### config.mk
export PLATFORM = sky130hd
export DESIGN_NAME = assoc_key_value_table_core
export DESIGN_NICKNAME = d
export VERILOG_FILES = /design/src/hdl/akvt_pkg.sv /design/src/hdl/akvt_cell.sv /design/src/hdl/akvt_ctrl.sv /design/src/hdl/assoc_key_value_table_core.sv
export SDC_FILE = /design/constraint.sdc
export NUM_CORES = 2
export LEC_CHECK = 0
export BUFFER_PORTS_ARGS = -buffer_cell sky130_fd_sc_hd__buf_2
export CAP_MARGIN = 20
export CORE_AREA = 2 2 473 475
export CTS_CLUSTER_DIAMETER = 120
export CTS_CLUSTER_SIZE = 24
export DETAILED_ROUTE_END_ITERATION = 16
export DIE_AREA = 0 0 475 477
export GPL_ROUTABILITY_DRIVEN = 0
export GPL_TIMING_DRIVEN = 0
export PLACE_DENSITY = 0.76
export SLEW_MARGIN = 20
export SYNTH_ARGS = -nofsm -noshare
export SYNTH_HDL_FRONTEND = slang
export SYNTH_SLANG_ARGS = --single-unit
### constraint.sdc
create_clock -name clock -period 128.5 [get_ports clock]
set_input_delay 6.425 -clock clock [delete_from_list [all_inputs] [get_ports clock]]
set_output_delay 6.425 -clock clock [all_outputs]
set_load 0.005 [all_outputs]
### src/hdl/akvt_pkg.sv
`timescale 1ns / 1ps
// Shared types and codes of the associative key/value table.
package akvt_pkg;

   localparam int KEY_W   = 32;
   localparam int VALUE_W = 32;
   localparam int ENTRY_W = 7;

   typedef enum logic [1:0] {
      ACT_LOOKUP   = 2'd0,
      ACT_SET      = 2'd1,
      ACT_LIST     = 2'd2,
      ACT_RESERVED = 2'd3
   } action_type;

   typedef enum logic [2:0] {
      ST_FOUND     = 3'd0,
      ST_UPDATED   = 3'd1,
      ST_INSERTED  = 3'd2,
      ST_FULL      = 3'd3,
      ST_NOT_FOUND = 3'd4,
      ST_LISTED    = 3'd5,
      ST_EMPTY     = 3'd6
   } status_type;

   typedef enum logic [1:0] {
      S_IDLE = 2'd0,
      S_WALK = 2'd1,
      S_DONE = 2'd2
   } fsm_type;

   typedef struct packed {
      action_type           action;
      logic [KEY_W-1:0]     key_tag;
      logic [VALUE_W-1:0]   entry_value;
   } req_type;

   typedef struct packed {
      status_type           status;
      logic [VALUE_W-1:0]   result_value;
      logic [ENTRY_W-1:0]   entry_count;
      logic                 last_of_run;
   } rsp_type;

   // Contents of one slot as it moves around the ring.
   typedef struct packed {
      logic                 valid;
      logic [KEY_W-1:0]     key;
      logic [VALUE_W-1:0]   value;
   } slot_type;

   // Change applied to the slot word entering a cell.
   typedef struct packed {
      logic                 upd;
      logic                 ins;
      logic [KEY_W-1:0]     key;
      logic [VALUE_W-1:0]   value;
   } edit_type;

endpackage

### src/hdl/akvt_cell.sv
`timescale 1ns / 1ps
// One slot cell of the rotating ring: takes its neighbor's slot word on each shift.
module akvt_cell (
   input  logic                 clock,
   input  logic                 reset,
   input  logic                 shift_en,
   input  akvt_pkg::edit_type   edit,
   input  akvt_pkg::slot_type   nbr,
   output akvt_pkg::slot_type   slot
);

   logic                          valid_ff, valid_in;
   logic [akvt_pkg::KEY_W-1:0]    key_ff, key_in;
   logic [akvt_pkg::VALUE_W-1:0]  value_ff, value_in;

   always_comb begin
      valid_in = nbr.valid;
      key_in   = nbr.key;
      value_in = nbr.value;
      if (edit.ins) begin
         valid_in = 1'b1;
         key_in   = edit.key;
         value_in = edit.value;
      end else if (edit.upd) begin
         value_in = edit.value;
      end
   end

   always_ff @(posedge clock) begin
      if (reset) begin
         valid_ff <= 1'b0;
      end else if (shift_en) begin
         valid_ff <= valid_in;
      end
   end

   always_ff @(posedge clock) begin
      if (shift_en) begin
         key_ff   <= key_in;
         value_ff <= value_in;
      end
   end

   assign slot.valid = valid_ff;
   assign slot.key   = key_ff;
   assign slot.value = value_ff;

endmodule

### src/hdl/akvt_ctrl.sv
`timescale 1ns / 1ps
// Sequencer: walks the ring once per word, edits the head slot and drives results.
module akvt_ctrl #(
   parameter int SLOTS = 64
) (
   input  logic                 clock,
   input  logic                 reset,
   input  logic                 req_valid,
   output logic                 req_stall,
   input  akvt_pkg::req_type    req_data,
   output logic                 rsp_valid,
   input  logic                 rsp_stall,
   output akvt_pkg::rsp_type    rsp_data,
   input  akvt_pkg::slot_type   head,
   output logic                 shift_en,
   output akvt_pkg::edit_type   edit
);

   localparam int IDX_W = $clog2(SLOTS);
   localparam int CNT_W = $clog2(SLOTS + 1);

   akvt_pkg::fsm_type             state_ff, state_in;
   logic [IDX_W-1:0]              k_ff, k_in;
   logic [CNT_W-1:0]              cnt_ff, cnt_in;
   akvt_pkg::req_type             op_ff, op_in;
   logic                          hit_ff, hit_in;
   logic                          done_ff, done_in;
   logic                          ins_ff, ins_in;
   logic [akvt_pkg::VALUE_W-1:0]  hitval_ff, hitval_in;
   logic                          rsp_valid_ff, rsp_valid_in;
   akvt_pkg::rsp_type             rsp_ff, rsp_in;

   logic                          out_free;
   logic                          match;
   logic                          last_k;
   logic                          emit;
   logic                          last_listed;
   akvt_pkg::status_type          fin_status;
   logic [akvt_pkg::VALUE_W-1:0]  fin_value;

   assign out_free    = !rsp_valid_ff || !rsp_stall;
   assign match       = head.valid && (head.key == op_ff.key_tag);
   assign last_k      = (k_ff == IDX_W'(SLOTS - 1));
   assign emit        = (op_ff.action == akvt_pkg::ACT_LIST) && head.valid;
   assign last_listed = ((CNT_W'(k_ff) + CNT_W'(1)) == cnt_ff);

   // Single result of every action but a non-empty list.
   always_comb begin
      fin_status = akvt_pkg::ST_NOT_FOUND;
      fin_value  = '0;
      unique case (op_ff.action)
         akvt_pkg::ACT_LOOKUP: begin
            if (hit_ff) begin
               fin_status = akvt_pkg::ST_FOUND;
               fin_value  = hitval_ff;
            end
         end
         akvt_pkg::ACT_SET: begin
            if (!done_ff) begin
               fin_status = akvt_pkg::ST_FULL;
            end else if (ins_ff) begin
               fin_status = akvt_pkg::ST_INSERTED;
            end else begin
               fin_status = akvt_pkg::ST_UPDATED;
            end
         end
         akvt_pkg::ACT_LIST:     fin_status = akvt_pkg::ST_EMPTY;
         akvt_pkg::ACT_RESERVED: fin_status = akvt_pkg::ST_NOT_FOUND;
      endcase
   end

   always_comb begin
      state_in     = state_ff;
      k_in         = k_ff;
      cnt_in       = cnt_ff;
      op_in        = op_ff;
      hit_in       = hit_ff;
      done_in      = done_ff;
      ins_in       = ins_ff;
      hitval_in    = hitval_ff;
      rsp_valid_in = rsp_valid_ff && rsp_stall;
      rsp_in       = rsp_ff;
      req_stall    = 1'b1;
      shift_en     = 1'b0;
      edit         = '0;
      unique case (state_ff)
         akvt_pkg::S_IDLE: begin
            req_stall = 1'b0;
            if (req_valid) begin
               op_in    = req_data;
               k_in     = '0;
               hit_in   = 1'b0;
               done_in  = 1'b0;
               ins_in   = 1'b0;
               state_in = akvt_pkg::S_WALK;
            end
         end
         akvt_pkg::S_WALK: begin
            // hold the ring while a listed word waits for the output register
            if (!emit || out_free) begin
               shift_en = 1'b1;
               k_in     = k_ff + IDX_W'(1);
               unique case (op_ff.action)
                  akvt_pkg::ACT_LOOKUP: begin
                     if (match && !hit_ff) begin
                        hit_in    = 1'b1;
                        hitval_in = head.value;
                     end
                  end
                  akvt_pkg::ACT_SET: begin
                     if (!done_ff) begin
                        if (match) begin
                           edit.upd   = 1'b1;
                           edit.value = op_ff.entry_value;
                           done_in    = 1'b1;
                        end else if (!head.valid) begin
                           edit.ins   = 1'b1;
                           edit.key   = op_ff.key_tag;
                           edit.value = op_ff.entry_value;
                           done_in    = 1'b1;
                           ins_in     = 1'b1;
                           cnt_in     = cnt_ff + CNT_W'(1);
                        end
                     end
                  end
                  akvt_pkg::ACT_LIST: begin
                     if (head.valid) begin
                        rsp_valid_in        = 1'b1;
                        rsp_in.status       = akvt_pkg::ST_LISTED;
                        rsp_in.result_value = head.value;
                        rsp_in.entry_count  = akvt_pkg::ENTRY_W'(cnt_ff);
                        rsp_in.last_of_run  = last_listed;
                     end
                  end
                  akvt_pkg::ACT_RESERVED: ;
               endcase
               if (last_k) begin
                  if ((op_ff.action == akvt_pkg::ACT_LIST) && (cnt_ff != '0)) begin
                     state_in = akvt_pkg::S_IDLE;
                  end else begin
                     state_in = akvt_pkg::S_DONE;
                  end
               end
            end
         end
         akvt_pkg::S_DONE: begin
            if (out_free) begin
               rsp_valid_in        = 1'b1;
               rsp_in.status       = fin_status;
               rsp_in.result_value = fin_value;
               rsp_in.entry_count  = akvt_pkg::ENTRY_W'(cnt_ff);
               rsp_in.last_of_run  = 1'b1;
               state_in            = akvt_pkg::S_IDLE;
            end
         end
         default: begin
            state_in = akvt_pkg::S_IDLE;
         end
      endcase
   end

   always_ff @(posedge clock) begin
      if (reset) begin
         state_ff     <= akvt_pkg::S_IDLE;
         cnt_ff       <= '0;
         rsp_valid_ff <= 1'b0;
      end else begin
         state_ff     <= state_in;
         cnt_ff       <= cnt_in;
         rsp_valid_ff <= rsp_valid_in;
      end
   end

   always_ff @(posedge clock) begin
      k_ff      <= k_in;
      op_ff     <= op_in;
      hit_ff    <= hit_in;
      done_ff   <= done_in;
      ins_ff    <= ins_in;
      hitval_ff <= hitval_in;
      rsp_ff    <= rsp_in;
   end

   assign rsp_valid = rsp_valid_ff;
   assign rsp_data  = rsp_ff;

endmodule

### src/hdl/assoc_key_value_table_core.sv
`timescale 1ns / 1ps
// Top level of the fully associative key/value table.
//
// Usage:
//  - Request channel (req_valid / req_stall / req_data): one word per action,
//    lookup, set (update or insert) or list. A word is taken when req_valid is
//    high and req_stall is low; req_stall stays high while an action runs.
//  - Result channel (rsp_valid / rsp_stall / rsp_data): one word per lookup or
//    set, one per valid entry for a list (last_of_run on the final one), and
//    a single empty word for a list of an empty table.
//  - Storage is a ring of SLOTS cells. Each action rotates the ring one full
//    turn, one slot per cycle unless a list freezes it, and works on the
//    head slot, so no wide compare or priority search across all slots is needed.
//  - Timing: a lookup, set or empty list walks the ring once in state WALK, then
//    loads its result into the output register in state DONE and returns to
//    IDLE for the next request; the rotation length sets the pace. A list
//    emits its words during the rotation, one per valid slot, and frees the
//    request side at the end of the rotation, later if the ring was frozen.
//  - Receiver stall: the output register holds its word; a list freezes the
//    ring until the pending word is taken, other actions wait at the end.
//  - Reset clears every valid mark and the entry count.
module assoc_key_value_table_core #(
   parameter int SLOTS = 64
) (
   input  logic                 clock,
   input  logic                 reset,
   input  logic                 req_valid,
   output logic                 req_stall,
   input  akvt_pkg::req_type    req_data,
   output logic                 rsp_valid,
   input  logic                 rsp_stall,
   output akvt_pkg::rsp_type    rsp_data
);

   akvt_pkg::slot_type  slot_q [SLOTS];
   akvt_pkg::edit_type  edit_q [SLOTS];
   akvt_pkg::edit_type  tail_edit;
   logic                shift_en;

   // Sequencer: sees the head cell, edits the word wrapping to the tail.
   akvt_ctrl #(
      .SLOTS (SLOTS)
   ) u_ctrl (
      .clock     (clock),
      .reset     (reset),
      .req_valid (req_valid),
      .req_stall (req_stall),
      .req_data  (req_data),
      .rsp_valid (rsp_valid),
      .rsp_stall (rsp_stall),
      .rsp_data  (rsp_data),
      .head      (slot_q[0]),
      .shift_en  (shift_en),
      .edit      (tail_edit)
   );

   // Ring of cells: cell i takes cell i+1, the tail takes the edited head.
   for (genvar i = 0; i < SLOTS; i++) begin : g_cell
      localparam int NBR = (i == SLOTS - 1) ? 0 : i + 1;

      if (i == SLOTS - 1) begin : g_tail
         assign edit_q[i] = tail_edit;
      end else begin : g_body
         assign edit_q[i] = '0;
      end

      akvt_cell u_cell (
         .clock    (clock),
         .reset    (reset),
         .shift_en (shift_en),
         .edit     (edit_q[i]),
         .nbr      (slot_q[NBR]),
         .slot     (slot_q[i])
      );
   end

endmodule
==> qor.txt <==
status: finished clean
Root Buffer: clkbuf_16
die area: 227000 um2
nature of the critical path endpoint: flop
layout cells sized above 1: 8.43%
CTS tree: done
startpoint types: input port
Yosys Warn Count: 0
DRC viols: 0
NetSw: 0.000711 W
IO buf count: 113
global-route wire length before repair: 249000 um
Tot Pwr: 0.00308 W
Worst Path Arrival: 14000 ps
Synth Area in Compound Gates: 0.486%
R2R Setup Slk: 119830 ps
WP data required: 128980 ps
sequential share of the synthesized area: 97.5%
clock latency on the worst-skew pair: 840 ps
VDD IR max: 0.0213 mV
maximum fanout along the worst path: 166
fin area: 143000 um2
Setup Buffers After CTS: 0
DR WL/cell: 20.2 um
worst path bufs/invs: 15
Worst path max stage delay: 620 ps
vias after detailed routing: 43300
setup TNS: 0 ps
endpoints failing hold: 0
vias in the first global route: 41700
Resized Gates After CTS: 0
slew margin rel.: 35.2%
Max Clock Skew: 33.8 ps
syn_nets: 4940
gr ovfl total: 0
Pre-antenna DRT Iters: 7
worst min-delay path class: reg2reg
adder-cell share of the synthesized area: 0.0567%
measured slew at the worst slew-check pin: 963 ps
final worst path period share: 10.5%
clk sinks: 4320
RSZ-0062 raised after global routing: false
I/O pin cnt: 115
Comb pwr share: 9.1%
Hold Slack: 406 ps
xor and xnor area share after synthesis: 0.298%
Starting Density: 59.7%
area grow syn2layout: 7.92%
Via density: 5.27
DRT Wirelength: 166000 um
pwr dens: 21.5 nW/um2
Max clock buf depth: 3
Cell Area, Placed: 137000 um2
Rows: 173
Most used DFF post-synth: edfxtp_1
Clock power frac: 21.7%
Final Setup Violations: 0
Leakage: 40.9 nW
EDFF count, synth: 4246
Tmin final: 13520 ps
Setup CP Type: in2reg
cell internal pwr: 0.00236 W
# hold bufs at CTS: 0
flops & latches, synth: 4320
CTS H-tree depth: 4
Tot GR Track Use: 14.5%
Final Util: 64.5%
max cap viols: 0
fmax: 74.0 MHz
fraction of the mapped netlist area in simple logic gates: 0.769%
initial antenna violation count: 10
Post-synth ARST share: 0%
DP HPWL: 82700 um
# nets final: 5285
drt initial violations: 4755
Die Height: 477 um
Core ar.: 221000 um2
Worst path slowest cell: buf_16
post-route antenna net violation count: 0
Die X: 475 um
Clk pin slew, worst setup/hold paths: 90 ps
most used cell along the critical path: buf_16
Net Sw Frac: 23.1%
mux cell area share after synthesis: 0.645%
Cell Area, Synth: 132000 um2
max-slew violations: 0
worst path cell trace: buf_2, nand4_1, nand2_1, inv_1, buf_2, buf_12, buf_16, buf_16, buf_16, buf_16, buf_16, buf_16, buf_16, buf_16, buf_16, buf_16, buf_16
Inserted Clock Buffers: 198
main combinational cell family by area after synthesis: simple AND/OR/NAND/NOR gates
sequential share of power: 69.2%
Synth Instances: 4864
largest net degree at the start of global routing: 171
CP top delay family: buffers and inverters
Yosys cell types: 42
Mean Syn Cell Area: 27.2 um2
cell usage in the layout (no fill, tap or decap), drive strengths merged:
cell type  count
a21oi         73
a311oi         1
a31oi          1
a41o           1
and2           3
and3           2
buf          154
clkbuf       252
clkinv         6
dfxtp         74
diode          2
edfxtp      4246
ha             6
inv           46
mux2          64
mux2i          2
nand2        164
nand2b         4
nand3          5
nand3b         1
nand4          5
nand4b         1
nor2          14
nor2b          7
nor3           4
nor4           8
o211ai         1
o21a           3
o21ai         41
o22ai          1
o31ai          1
or2            1
or3            3
or4b           1
xnor2          5
xor2          40
kinds of logic (layout without fill, tap and decap cells):
logic type	Yosys count	in the layout
buffers and inverters	81	458
flip-flops	4320	4320
AND/OR/NAND/NOR	223	223
adder cells (fa/ha/maj)	6	6
multiplexers	66	66
AO/OA/AOI/OAI	123	123
XOR/XNOR	45	45
other	0	2
synth_stat cells (all sizes together), types with 2 or more instances:
master / count / area (um2)
nand3: 5 / 37.5
xnor2: 5 / 43.8
mux2i: 2 / 20.0
inv: 43 / 161
o21a: 3 / 22.5
nor4: 8 / 50.1
nor2: 14 / 68.8
nand2: 164 / 616
nand2b: 4 / 32.5
clkbuf: 29 / 109
and2: 3 / 18.8
nor3: 4 / 20.0
a21oi: 73 / 365
nor2b: 7 / 43.8
o21ai: 41 / 209
or3: 3 / 23.8
edfxtp: 4246 / 128000
ha: 6 / 75.1
nand4: 5 / 61.3
dfxtp: 74 / 1480
and3: 2 / 12.5
buf: 9 / 63.8
xor2: 40 / 350
mux2: 64 / 833
per-layer routing:
layer	wire [um]	track usage, %	vias to the layer above
li1	-	-	19900
met1	81100	23.4	22400
met2	75700	21.3	777
met3	6470	2.35	217
met4	2820	3.22	0
met5	0	0	-
power by group through the flow:
stage                     combinational, W  sequential (W)  clock, W
after detailed placement          0.000289         0.00215         0
after floorplan                   0.000184         0.00326         0
after CTS                         0.000285         0.00214  0.000696
final                             0.000280         0.00213  0.000667
after global placement            0.000241         0.00358         0
after global routing              0.000313         0.00216  0.000737
final cells by class:
cell class              instances  area, um2
flip-flops and latches       4320     129000
fillers                     13500      78700
clock buffers                 223       5150
well taps                    2975       3720
multi-input cells             463       3000
repair buffers                145       1410
plain buffers                  38        189
inverters                      43        161
clock inverters                 9        150
diodes                          2       5.00
worst paths after layout:
kind | cells past startpoint | from | to
max | 17 | rsp_stall | g_cell[19].u_cell.value_ff[7]
min | 0 | g_cell[27].u_cell.key_ff[24] | g_cell[26].u_cell.key_ff[24]
max reg2reg | 18 | u_ctrl.state_ff[1] | g_cell[19].u_cell.value_ff[7]
min reg2reg | 0 | g_cell[27].u_cell.key_ff[24] | g_cell[26].u_cell.key_ff[24]
through the flow:
stage | setup WS, ps | instances
2_1_floorplan | 71970 | 4864
3_3_place_gp | 59390 | 7952
3_5_place_dp | 113610 | 7984
4_1_cts | 114680 | 8216
5_1_grt | 113990 | 8216
6_report | 114990 | 8218
sequential cells by signal, summed over array words and instances (netlist names):
register / flops
u_ctrl.ins_ff: 1
g_cell.u_cell.value_ff: 2048
u_ctrl.k_ff: 6
u_ctrl.rsp_data: 43
g_cell.u_cell.valid_ff: 64
u_ctrl.hit_ff: 1
u_ctrl.done_ff: 1
u_ctrl.op_ff: 66
g_cell.u_cell.key_ff: 2048
u_ctrl.hitval_ff: 32
u_ctrl.cnt_ff: 7
u_ctrl.state_ff: 2
u_ctrl.rsp_valid: 1
Note: power is estimated with default switching activity, not from simulation.
